### config.mk
export PLATFORM = sky130hd
export DESIGN_NAME = tangential_knife_move_sequencer
export DESIGN_NICKNAME = d
export VERILOG_FILES = /design/src/rtl/core/tks_pkg.sv /design/src/rtl/core/tks_cordic.sv /design/src/rtl/core/tangential_knife_move_sequencer.sv
export SDC_FILE = /design/constraint.sdc
export NUM_CORES = 2
export LEC_CHECK = 0
export ABC_CLOCK_PERIOD_IN_PS = 7900
export BUFFER_PORTS_ARGS = -buffer_cell sky130_fd_sc_hd__buf_4
export CAP_MARGIN = 20
export CORE_ASPECT_RATIO = 1.5
export CORE_UTILIZATION = 64
export CTS_BUF_LIST = sky130_fd_sc_hd__clkbuf_16
export DETAILED_ROUTE_END_ITERATION = 16
export GPL_TIMING_DRIVEN = 1
export PLACE_DENSITY = 0.85
export SLEW_MARGIN = 25
export SYNTH_ARGS = -nofsm -noshare
export SYNTH_HDL_FRONTEND = slang
export SYNTH_SLANG_ARGS = --single-unit
### constraint.sdc
create_clock -name clk_i -period 7.9 [get_ports clk_i]
set_input_delay 1.185 -clock clk_i [delete_from_list [all_inputs] [get_ports clk_i]]
set_output_delay 1.185 -clock clk_i [all_outputs]
set_load 0.05 [all_outputs]
### src/rtl/core/tks_pkg.sv
// ----------------------------------------------------------------------------
// tks_pkg
// shared types, constants and the arctangent table for the knife sequencer
// ----------------------------------------------------------------------------
package tks_pkg;

  localparam int unsigned CordicStepsDefault = 16;
  localparam int unsigned CordicStepsMax     = 24;

  localparam int unsigned CoordW = 24;
  localparam int unsigned AngleW = 16;
  localparam int unsigned DeltaW = CoordW + 1;
  localparam int unsigned CfgIdxW = 3;
  localparam int unsigned CfgDataW = 24;

  // angles in centidegrees
  localparam logic signed [AngleW-1:0] HalfTurn = 16'sd18000;
  localparam logic signed [AngleW:0]   FullTurn = 17'sd36000;

  // register indexes
  typedef enum logic [CfgIdxW-1:0] {
    RegSafeAngle     = 3'd0,
    RegBlendAngle    = 3'd1,
    RegBlendDistance = 3'd2,
    RegLiftHeight    = 3'd3,
    RegCuttingHeight = 3'd4,
    RegPneumaticZ    = 3'd5
  } reg_idx_e;

  // atan(2^-i) in 1/256 centidegree
  function automatic logic [23:0] atan_lut(input logic [4:0] i);
    logic [23:0] r;
    case (i)
      5'd0:  r = 24'd1152000;
      5'd1:  r = 24'd680065;
      5'd2:  r = 24'd359328;
      5'd3:  r = 24'd182400;
      5'd4:  r = 24'd91554;
      5'd5:  r = 24'd45822;
      5'd6:  r = 24'd22916;
      5'd7:  r = 24'd11459;
      5'd8:  r = 24'd5730;
      5'd9:  r = 24'd2865;
      5'd10: r = 24'd1432;
      5'd11: r = 24'd716;
      5'd12: r = 24'd358;
      5'd13: r = 24'd179;
      5'd14: r = 24'd90;
      5'd15: r = 24'd45;
      5'd16: r = 24'd22;
      5'd17: r = 24'd11;
      5'd18: r = 24'd6;
      5'd19: r = 24'd3;
      5'd20: r = 24'd1;
      5'd21: r = 24'd1;
      default: r = 24'd0;
    endcase
    return r;
  endfunction

endpackage

### src/rtl/core/tks_cordic.sv
// ----------------------------------------------------------------------------
// tks_cordic
// iterative vectoring cordic, one rotation per cycle, heading in centidegrees
// ----------------------------------------------------------------------------
module tks_cordic #(
  parameter int unsigned STEPS = tks_pkg::CordicStepsDefault
) (
  input  logic                                  clk_i,
  input  logic                                  rst_ni,
  input  logic                                  start_i,
  input  logic signed [tks_pkg::DeltaW-1:0]     dx_i,
  input  logic signed [tks_pkg::DeltaW-1:0]     dy_i,
  output logic                                  done_o,
  output logic signed [tks_pkg::AngleW-1:0]     heading_o
);
  import tks_pkg::*;

  localparam int unsigned VecW = 36;
  localparam int unsigned ZW   = 24;
  localparam int unsigned CW   = $clog2(STEPS + 1);
  localparam logic signed [ZW-1:0] QuarterZ = 24'sd2304000;

  logic signed [VecW-1:0] x_q, x_d, y_q, y_d;
  logic signed [ZW-1:0]   z_q, z_d;
  logic [CW-1:0]          cnt_q, cnt_d;
  logic                   run_q, run_d, zero_q, zero_d, done_q, done_d;
  logic signed [AngleW-1:0] head_q, head_d;

  logic signed [VecW-1:0] x0, y0, xs, ys;
  logic signed [ZW-1:0]   step_z, zr, nz;

  // scaled start vector
  assign x0 = {{3{dx_i[DeltaW-1]}}, dx_i, 8'b0};
  assign y0 = {{3{dy_i[DeltaW-1]}}, dy_i, 8'b0};
  assign xs = x_q >>> cnt_q;
  assign ys = y_q >>> cnt_q;
  assign step_z = $signed(atan_lut(5'(cnt_q)));

  // round half away from zero
  assign nz = -z_q;
  assign zr = (z_q >= 0) ? ((z_q + 24'sd128) >>> 8) : -((nz + 24'sd128) >>> 8);

  always_comb begin
    x_d = x_q;
    y_d = y_q;
    z_d = z_q;
    cnt_d = cnt_q;
    run_d = run_q;
    zero_d = zero_q;
    done_d = 1'b0;
    head_d = head_q;
    if (start_i) begin
      run_d = 1'b1;
      cnt_d = '0;
      zero_d = (dx_i == '0) && (dy_i == '0);
      if (dx_i < 0) begin
        if (dy_i >= 0) begin
          x_d = y0;
          y_d = -x0;
          z_d = QuarterZ;
        end else begin
          x_d = -y0;
          y_d = x0;
          z_d = -QuarterZ;
        end
      end else begin
        x_d = x0;
        y_d = y0;
        z_d = '0;
      end
    end else if (run_q) begin
      if (cnt_q == CW'(STEPS)) begin
        run_d = 1'b0;
        done_d = 1'b1;
        if (zero_q) begin
          head_d = '0;
        end else if (zr > 24'sd18000) begin
          head_d = HalfTurn;
        end else if (zr < -24'sd18000) begin
          head_d = -HalfTurn;
        end else begin
          head_d = AngleW'(zr);
        end
      end else begin
        cnt_d = cnt_q + 1'b1;
        if (y_q > 0) begin
          x_d = x_q + ys;
          y_d = y_q - xs;
          z_d = z_q + step_z;
        end else begin
          x_d = x_q - ys;
          y_d = y_q + xs;
          z_d = z_q - step_z;
        end
      end
    end
  end

  // control and datapath registers
  always_ff @(posedge clk_i or negedge rst_ni) begin
    if (!rst_ni) begin
      run_q <= 1'b0;
      done_q <= 1'b0;
      cnt_q <= '0;
    end else begin
      run_q <= run_d;
      done_q <= done_d;
      cnt_q <= cnt_d;
    end
  end

  always_ff @(posedge clk_i) begin
    x_q <= x_d;
    y_q <= y_d;
    z_q <= z_d;
    zero_q <= zero_d;
    head_q <= head_d;
  end

  assign done_o = done_q;
  assign heading_o = head_q;

endmodule

### src/rtl/core/tangential_knife_move_sequencer.sv
// ----------------------------------------------------------------------------
// tangential_knife_move_sequencer
// expands one requested move into up to five knife-aligned axis moves
// ----------------------------------------------------------------------------
//  channel | direction | handshake             | payload
//  in      | input     | in_valid_i/in_ready_o | target xyz, pos xyzc, is_rapid
//  out     | output    | out_valid_o/out_ready_i | move xyzc, last_move
//  cfg     | input     | cfg_valid_i/cfg_ready_o | cfg_index_i, cfg_data_i
//
//  after its accept, a transaction runs the shared cordic twice, for the new
//  heading and then the old one, before its first move, then gives one move
//  per cycle while out_ready_i is high; squared lengths come from bit-serial
//  multipliers, and S_WAIT holds until they finish. reset clears control and
//  loads register defaults; stalls on out hold the current move.
module tangential_knife_move_sequencer #(
  parameter int unsigned CORDIC_STEPS = tks_pkg::CordicStepsDefault
) (
  input  logic                                  clk_i,
  input  logic                                  rst_ni,
  input  logic                                  cfg_valid_i,
  output logic                                  cfg_ready_o,
  input  logic [tks_pkg::CfgIdxW-1:0]           cfg_index_i,
  input  logic [tks_pkg::CfgDataW-1:0]          cfg_data_i,
  input  logic                                  in_valid_i,
  output logic                                  in_ready_o,
  input  logic signed [tks_pkg::CoordW-1:0]     target_x_i,
  input  logic signed [tks_pkg::CoordW-1:0]     target_y_i,
  input  logic signed [tks_pkg::CoordW-1:0]     target_z_i,
  input  logic signed [tks_pkg::CoordW-1:0]     pos_x_i,
  input  logic signed [tks_pkg::CoordW-1:0]     pos_y_i,
  input  logic signed [tks_pkg::CoordW-1:0]     pos_z_i,
  input  logic signed [tks_pkg::AngleW-1:0]     pos_c_i,
  input  logic                                  is_rapid_i,
  output logic                                  out_valid_o,
  input  logic                                  out_ready_i,
  output logic signed [tks_pkg::CoordW-1:0]     move_x_o,
  output logic signed [tks_pkg::CoordW-1:0]     move_y_o,
  output logic signed [tks_pkg::CoordW-1:0]     move_z_o,
  output logic signed [tks_pkg::AngleW-1:0]     move_c_o,
  output logic                                  last_move_o
);
  import tks_pkg::*;

  localparam int unsigned MulW  = DeltaW;
  localparam int unsigned SqW   = 2 * DeltaW;
  localparam int unsigned BdW   = 23;
  localparam int unsigned BdSqW = 2 * BdW;
  localparam int unsigned MCntW = $clog2(MulW + 1);
  localparam int unsigned NSlot = 5;

  typedef enum logic [2:0] {S_IDLE, S_NEW, S_OLD, S_WAIT, S_OUT} state_e;

  // configuration registers
  logic [14:0]              safe_q, blend_a_q;
  logic [BdW-1:0]           blend_d_q;
  logic signed [CoordW-1:0] lift_q, cut_q;
  logic                     pneu_q;

  always_ff @(posedge clk_i or negedge rst_ni) begin
    if (!rst_ni) begin
      safe_q <= 15'd3000;
      blend_a_q <= 15'd1000;
      blend_d_q <= 23'd1000;
      lift_q <= 24'sd5000;
      cut_q <= '0;
      pneu_q <= 1'b0;
    end else if (cfg_valid_i) begin
      case (reg_idx_e'(cfg_index_i))
        RegSafeAngle:     safe_q <= cfg_data_i[14:0];
        RegBlendAngle:    blend_a_q <= cfg_data_i[14:0];
        RegBlendDistance: blend_d_q <= cfg_data_i[BdW-1:0];
        RegLiftHeight:    lift_q <= $signed(cfg_data_i);
        RegCuttingHeight: cut_q <= $signed(cfg_data_i);
        RegPneumaticZ:    pneu_q <= cfg_data_i[0];
        default: ;
      endcase
    end
  end
  assign cfg_ready_o = 1'b1;

  state_e state_q;
  logic signed [CoordW-1:0] tx_q, ty_q, tz_q, px_q, py_q, pz_q, prevx_q, prevy_q;
  logic signed [AngleW-1:0] pc_q, new_h_q, old_h_q;
  logic                     prev_v_q, e0_q, start_q, out_v_q, path_a_q;
  logic signed [DeltaW-1:0] dx_q, dy_q;
  logic [NSlot-1:0]         pend_q;
  logic signed [CoordW-1:0] mx_q, my_q, mz_q;
  logic signed [AngleW-1:0] mc_q;
  logic                     ml_q;

  // bit-serial squaring of the move and the blend distance
  logic [SqW-1:0]   accx_q, accy_q, mcx_q, mcy_q;
  logic [MulW-1:0]  mrx_q, mry_q;
  logic [BdSqW-1:0] accb_q, mcb_q;
  logic [BdW-1:0]   mrb_q;
  logic [MCntW-1:0] mcnt_q;

  logic accept;
  logic start_d;
  logic signed [CoordW-1:0] tz_eff;
  logic signed [DeltaW-1:0] ndx, ndy, odx, ody, cdx, cdy;
  logic [MulW-1:0] adx, ady;
  logic c_done;
  logic signed [AngleW-1:0] c_head;

  assign accept = in_valid_i && in_ready_o;
  assign in_ready_o = (state_q == S_IDLE);
  // cordic start for the new heading, then for the old one
  assign start_d = ((state_q == S_IDLE) && accept) || ((state_q == S_NEW) && c_done);
  assign tz_eff = pneu_q ? (is_rapid_i ? lift_q : cut_q) : target_z_i;
  assign ndx = DeltaW'(target_x_i) - DeltaW'(pos_x_i);
  assign ndy = DeltaW'(target_y_i) - DeltaW'(pos_y_i);
  assign adx = ndx[DeltaW-1] ? MulW'(-ndx) : MulW'(ndx);
  assign ady = ndy[DeltaW-1] ? MulW'(-ndy) : MulW'(ndy);
  assign odx = DeltaW'(px_q) - DeltaW'(prevx_q);
  assign ody = DeltaW'(py_q) - DeltaW'(prevy_q);
  assign cdx = (state_q == S_OLD) ? odx : dx_q;
  assign cdy = (state_q == S_OLD) ? ody : dy_q;

  tks_cordic #(.STEPS(CORDIC_STEPS)) u_cordic (
    .clk_i(clk_i), .rst_ni(rst_ni), .start_i(start_q),
    .dx_i(cdx), .dy_i(cdy), .done_o(c_done), .heading_o(c_head)
  );

  // heading difference wrapped to a half turn
  logic signed [AngleW:0] diff_raw, diff_w, diff_abs;
  logic path_a, path_c;
  assign diff_raw = (AngleW+1)'(new_h_q) - (AngleW+1)'(old_h_q);
  always_comb begin
    diff_w = diff_raw;
    if (diff_raw > 17'sd18000) diff_w = diff_raw - FullTurn;
    if (diff_raw < -17'sd18000) diff_w = diff_raw + FullTurn;
    diff_abs = diff_w[AngleW] ? -diff_w : diff_w;
  end
  assign path_a = diff_abs > $signed({2'b0, safe_q});
  assign path_c = !((diff_abs <= $signed({2'b0, blend_a_q}))
                    && ((SqW+1)'(accx_q) + (SqW+1)'(accy_q) <= (SqW+1)'(accb_q)));

  // lowest pending move
  logic [2:0] slot;
  always_comb begin
    slot = 3'd4;
    if (pend_q[0]) slot = 3'd0;
    else if (pend_q[1]) slot = 3'd1;
    else if (pend_q[2]) slot = 3'd2;
    else if (pend_q[3]) slot = 3'd3;
  end

  // sequencer, serial multipliers and output register
  always_ff @(posedge clk_i or negedge rst_ni) begin
    if (!rst_ni) begin
      state_q <= S_IDLE;
      start_q <= 1'b0;
      out_v_q <= 1'b0;
      prev_v_q <= 1'b0;
      prevx_q <= '0;
      prevy_q <= '0;
      pend_q <= '0;
      mcnt_q <= '0;
      tx_q <= '0;
      ty_q <= '0;
      tz_q <= '0;
      px_q <= '0;
      py_q <= '0;
      pz_q <= '0;
      pc_q <= '0;
      new_h_q <= '0;
      old_h_q <= '0;
      e0_q <= 1'b0;
      path_a_q <= 1'b0;
      dx_q <= '0;
      dy_q <= '0;
      mx_q <= '0;
      my_q <= '0;
      mz_q <= '0;
      mc_q <= '0;
      ml_q <= 1'b0;
      accx_q <= '0;
      accy_q <= '0;
      accb_q <= '0;
      mcx_q <= '0;
      mcy_q <= '0;
      mcb_q <= '0;
      mrx_q <= '0;
      mry_q <= '0;
      mrb_q <= '0;
    end else begin
      start_q <= start_d;
      if (mcnt_q != '0) begin
        mcnt_q <= mcnt_q - 1'b1;
        if (mrx_q[0]) accx_q <= accx_q + mcx_q;
        if (mry_q[0]) accy_q <= accy_q + mcy_q;
        if (mrb_q[0]) accb_q <= accb_q + mcb_q;
        mrx_q <= mrx_q >> 1;
        mry_q <= mry_q >> 1;
        mrb_q <= mrb_q >> 1;
        mcx_q <= mcx_q << 1;
        mcy_q <= mcy_q << 1;
        mcb_q <= mcb_q << 1;
      end
      case (state_q)
        S_IDLE: begin
          if (accept) begin
            tx_q <= target_x_i;
            ty_q <= target_y_i;
            tz_q <= tz_eff;
            px_q <= pos_x_i;
            py_q <= pos_y_i;
            pz_q <= pneu_q ? tz_eff : pos_z_i;
            pc_q <= pos_c_i;
            e0_q <= pneu_q && (pos_z_i != tz_eff);
            dx_q <= ndx;
            dy_q <= ndy;
            if (!prev_v_q) begin
              prevx_q <= pos_x_i;
              prevy_q <= pos_y_i;
            end
            accx_q <= '0;
            accy_q <= '0;
            accb_q <= '0;
            mrx_q <= adx;
            mry_q <= ady;
            mrb_q <= blend_d_q;
            mcx_q <= SqW'(adx);
            mcy_q <= SqW'(ady);
            mcb_q <= BdSqW'(blend_d_q);
            mcnt_q <= MCntW'(MulW);
            state_q <= S_NEW;
          end
        end
        S_NEW: begin
          if (c_done) begin
            new_h_q <= c_head;
            state_q <= S_OLD;
          end
        end
        S_OLD: begin
          if (c_done) begin
            old_h_q <= c_head;
            state_q <= S_WAIT;
          end
        end
        S_WAIT: begin
          if (mcnt_q == '0) begin
            path_a_q <= path_a;
            pend_q <= {1'b1,
                       path_a && (lift_q != cut_q),
                       (path_a || path_c) && (pc_q != new_h_q),
                       path_a && (pz_q != lift_q),
                       e0_q};
            prevx_q <= px_q;
            prevy_q <= py_q;
            prev_v_q <= 1'b1;
            out_v_q <= 1'b0;
            state_q <= S_OUT;
          end
        end
        S_OUT: begin
          if (!out_v_q || out_ready_i) begin
            if (pend_q != '0) begin
              out_v_q <= 1'b1;
              pend_q[slot] <= 1'b0;
              mx_q <= (slot == 3'd4) ? tx_q : px_q;
              my_q <= (slot == 3'd4) ? ty_q : py_q;
              ml_q <= (slot == 3'd4);
              case (slot)
                3'd0: begin
                  mz_q <= pz_q;
                  mc_q <= pc_q;
                end
                3'd1: begin
                  mz_q <= lift_q;
                  mc_q <= pc_q;
                end
                3'd2: begin
                  mz_q <= path_a_q ? lift_q : pz_q;
                  mc_q <= new_h_q;
                end
                3'd3: begin
                  mz_q <= cut_q;
                  mc_q <= new_h_q;
                end
                default: begin
                  mz_q <= tz_q;
                  mc_q <= new_h_q;
                end
              endcase
            end else begin
              out_v_q <= 1'b0;
              state_q <= S_IDLE;
            end
          end
        end
        default: state_q <= S_IDLE;
      endcase
    end
  end

  assign out_valid_o = out_v_q;
  assign move_x_o = mx_q;
  assign move_y_o = my_q;
  assign move_z_o = mz_q;
  assign move_c_o = mc_q;
  assign last_move_o = ml_q;

endmodule
==> metrics.cfg <==
[drt]
post-route-drc-count = 0
ant_nets = 0
wl_per_cell_um = 22.4
dr.first_iter.drc_count = 6240
num_vias = 67100
drt-total-wl_mm = 229
avgViaCountPerCell = 6.56
firstDrtPassIters = 8

[timing]
setup_violations = 0
slew_headroom = 0.145
period_needed_ns = 7.38
rsz0062_at_grt = no
fin_setup_tns_ns = 0
finClkSkew_ns = 0.0154
period_share = 0.934
finalMaxSlewViolations = 0
fmax_mhz = 136
hold_violations = 0
hold_slack_ns = 0.476
tightest_slew_ns = 1.27

[placed_design]
dpl.hpwl_mm = 168
place.port_buffers = 283
gp_congestion = 1.11

[worst_setup_path]
critPathBufInv = 2
critical-path-slowest-cell = nor4b_1
path_max_fanout = 10
r2r_cells = 29
cp_top_family = compound AO/OA/AOI/OAI gates
critPathLaunchType = flop
required_ns = 8.45
crit_arrival_ns = 7.93
r2r-end = pend_q[2]$_DFFE_PN0P_
slowest_delay_ns = 0.76
r2r-start = new_h_q[0]$_DFFE_PN0P_
end_kind = flop
path_class = reg2reg
r2r_slack_ns = 0.52

[job]
max-cap-violations = 0

[clock_tree]
clk_pin_slew_worst_paths_ns = 0.06
cts_buffers = 100
clock_sinks = 984
clock_path_buffers = 3
cts_tree = built
clk_latency_ns = 0.75
root_buffer = clkbuf_16
htreeDepth = 3
ctsHoldBuffers = 0

[synthesis]
synthArstFlopShare = 0.885
synth_simple_gate_area_frac = 0.177
seq_area_frac_synth = 0.344
synthAdderAreaFrac = 0.0879
syn_avg_cell_area_sq_um = 8.51
synth_area_sq_um = 73300
synthMuxAreaShare = 0.0738
synthFlopType = dfrtp_1
synth-xor-area-share = 0.0717
synth_top_family_by_area = compound AO/OA/AOI/OAI gates
postSynthCellCount = 8619
yosysWarnings = 0
synth-compound-area-share = 0.205
ys_ff_latch = 984
synth_edf_count = 113
synth_nets = 9320
synth.distinct_cells = 116

[global_route]
grt_pass1_vias = 65400
grt_max_degree = 210
overflow = 0
grt_pass1_wl_mm = 357
track_usage = 0.388
antenna_found_initial = 8

[floorplanning]
pin_count = 285
start_util = 0.647
fp.dieH_um = 417
die_w_um = 278
fp.coreArea_sq_um = 113000
rows = 151
dieArea_sq_um = 116000

[cells_and_area]
n_fill_cell = 8682
layout-drive-gt1-share = 0.0995
final_nets = 9382
final_core_util = 0.705
area_growth_pct = 9.02

[min_path]
hp-class = in2async

[run_status]
status = finished, final reports clean

through the flow:
| step | std cells | area, sq um | setup WS [ns] |
|---|---|---|---|
| after CTS | 10200 | 79900 | 0.590 |
| after global placement | 10000 | 76500 | 0.771 |
| after global routing | 10200 | 79900 | 0.0207 |
| final | 10200 | 79900 | 0.524 |
| after floorplan | 8619 | 73300 | 1.52 |
| after detailed placement | 10000 | 76500 | 0.627 |
cell type report:
class,instances,area (sq um),share of cell area
Multi-Input combinational cell,6889,45300,0.567
Sequential cell,984,25200,0.316
Timing Repair Buffer,380,2970,0.0371
Clock buffer,101,2530,0.0316
Tap cell,1453,1820,0.0227
Inverter,326,1220,0.0153
Clock inverter,88,827,0.0103
Antenna cell,5,12.5,0.000157
per-layer routing:
layer,track usage,part of all wire
met1,0.464,0.37
met2,0.641,0.47
met3,0.0651,0.076
met4,0.266,0.079
met5,0,0.00012
layout by cell type (no fill, tap or decap), drive strengths merged, types with 78 or more instances in the layout:
master | Yosys | layout
a31oi | 213 | 213
nand3 | 136 | 136
mux4 | 84 | 84
inv | 325 | 351
dfrtp | 847 | 847
buf | 90 | 380
nor3 | 137 | 137
edfxtp | 113 | 113
mux2i | 213 | 213
mux2 | 120 | 120
nor2 | 549 | 549
nand2 | 1551 | 1551
clkbuf | 330 | 101
ha | 496 | 496
nand2b | 78 | 78
o21ai | 680 | 680
a21o | 221 | 221
xnor2 | 341 | 341
xor2 | 259 | 259
o21a | 93 | 93
a21oi | 714 | 714
worst max path at each step:
stage	startpoint	end	slack [ns]	depth (start not counted)
after global routing	new_h_q[0]$_DFFE_PN0P_	pend_q[2]$_DFFE_PN0P_	0.02	26
after detailed placement	new_h_q[0]$_DFFE_PN0P_	pend_q[2]$_DFFE_PN0P_	0.63	29
final	new_h_q[0]$_DFFE_PN0P_	pend_q[2]$_DFFE_PN0P_	0.52	29
after floorplan	u_cordic.cnt_q[1]$_DFFE_PN0P_	u_cordic.x_q[34]$_DFFE_PP_	1.52	29
after CTS	new_h_q[0]$_DFFE_PN0P_	pend_q[2]$_DFFE_PN0P_	0.59	23
after global placement	u_cordic.cnt_q[0]$_DFFE_PN0P_	u_cordic.x_q[34]$_DFFE_PP_	0.77	24
flip-flops by register name (all words and copies together) (netlist names), 36 cells and up:
signal        cells
u_cordic.y_q     36
mcy_q            50
mcb_q            46
accb_q           46
mcx_q            50
accy_q           50
u_cordic.x_q     36
accx_q           50
cells by family (layout without fill, tap and decap cells):
kind of cell | count (synthesis) | in the layout
other | 1 | 6
buffers and inverters | 746 | 895
adder cells (fa/ha/maj) | 508 | 508
flip-flops | 984 | 984
AND/OR/NAND/NOR | 2926 | 2926
XOR/XNOR | 600 | 600
multiplexers | 417 | 417
AO/OA/AOI/OAI | 2437 | 2437
synth_stat cells (25+ instances only):
| master | count | area share |
|---|---|---|
| mux4_2 | 75 | 0.023 |
| a211oi_1 | 62 | 0.0063 |
| xor2_1 | 259 | 0.031 |
| mux2i_1 | 213 | 0.029 |
| and3_1 | 63 | 0.0054 |
| a221oi_1 | 35 | 0.0042 |
| nand2_1 | 1551 | 0.079 |
| nor2_1 | 548 | 0.028 |
| xnor2_1 | 341 | 0.041 |
| nor3b_1 | 27 | 0.0028 |
| buf_1 | 50 | 0.0026 |
| o211ai_1 | 59 | 0.0060 |
| o31ai_1 | 42 | 0.0043 |
| nand4_1 | 68 | 0.0058 |
| a21boi_0 | 25 | 0.0026 |
| inv_1 | 323 | 0.017 |
| a21oi_1 | 709 | 0.048 |
| o21a_1 | 93 | 0.0095 |
| nor2b_1 | 73 | 0.0062 |
| dfrtp_1 | 847 | 0.29 |
| a31oi_1 | 212 | 0.018 |
| nor4_1 | 42 | 0.0036 |
| ha_1 | 496 | 0.085 |
| a22o_1 | 26 | 0.0031 |
| edfxtp_1 | 113 | 0.046 |
| mux2_2 | 115 | 0.018 |
| nor3_1 | 130 | 0.0089 |
| or3_1 | 46 | 0.0039 |
| o21bai_1 | 54 | 0.0055 |
| nand3_1 | 136 | 0.0093 |
| clkbuf_1 | 330 | 0.017 |
| o21ai_0 | 660 | 0.045 |
| a21o_1 | 221 | 0.023 |
| and2_1 | 51 | 0.0044 |
| nand2b_1 | 77 | 0.0066 |
worst register-to-register path, delay by kind of cell (launching register included):
kind	cells	cell delay [ns]
AO/OA/AOI/OAI	13	3.05
AND/OR/NAND/NOR	7	1.70
adder cells (fa/ha/maj)	4	1.11
XOR/XNOR	3	0.64
flip-flops	1	0.39
buffers and inverters	2	0.30
what timing repair did:
action / 4_1_cts / 5_1_grt
setup buffers: 0 / 0
endpoints found under the setup margin: 0 / 1
resized for setup: 0 / 1
Power is left out: the tool's default activity adds up to more than one toggle a clock period on the data nets, which glitch-free logic cannot reach.
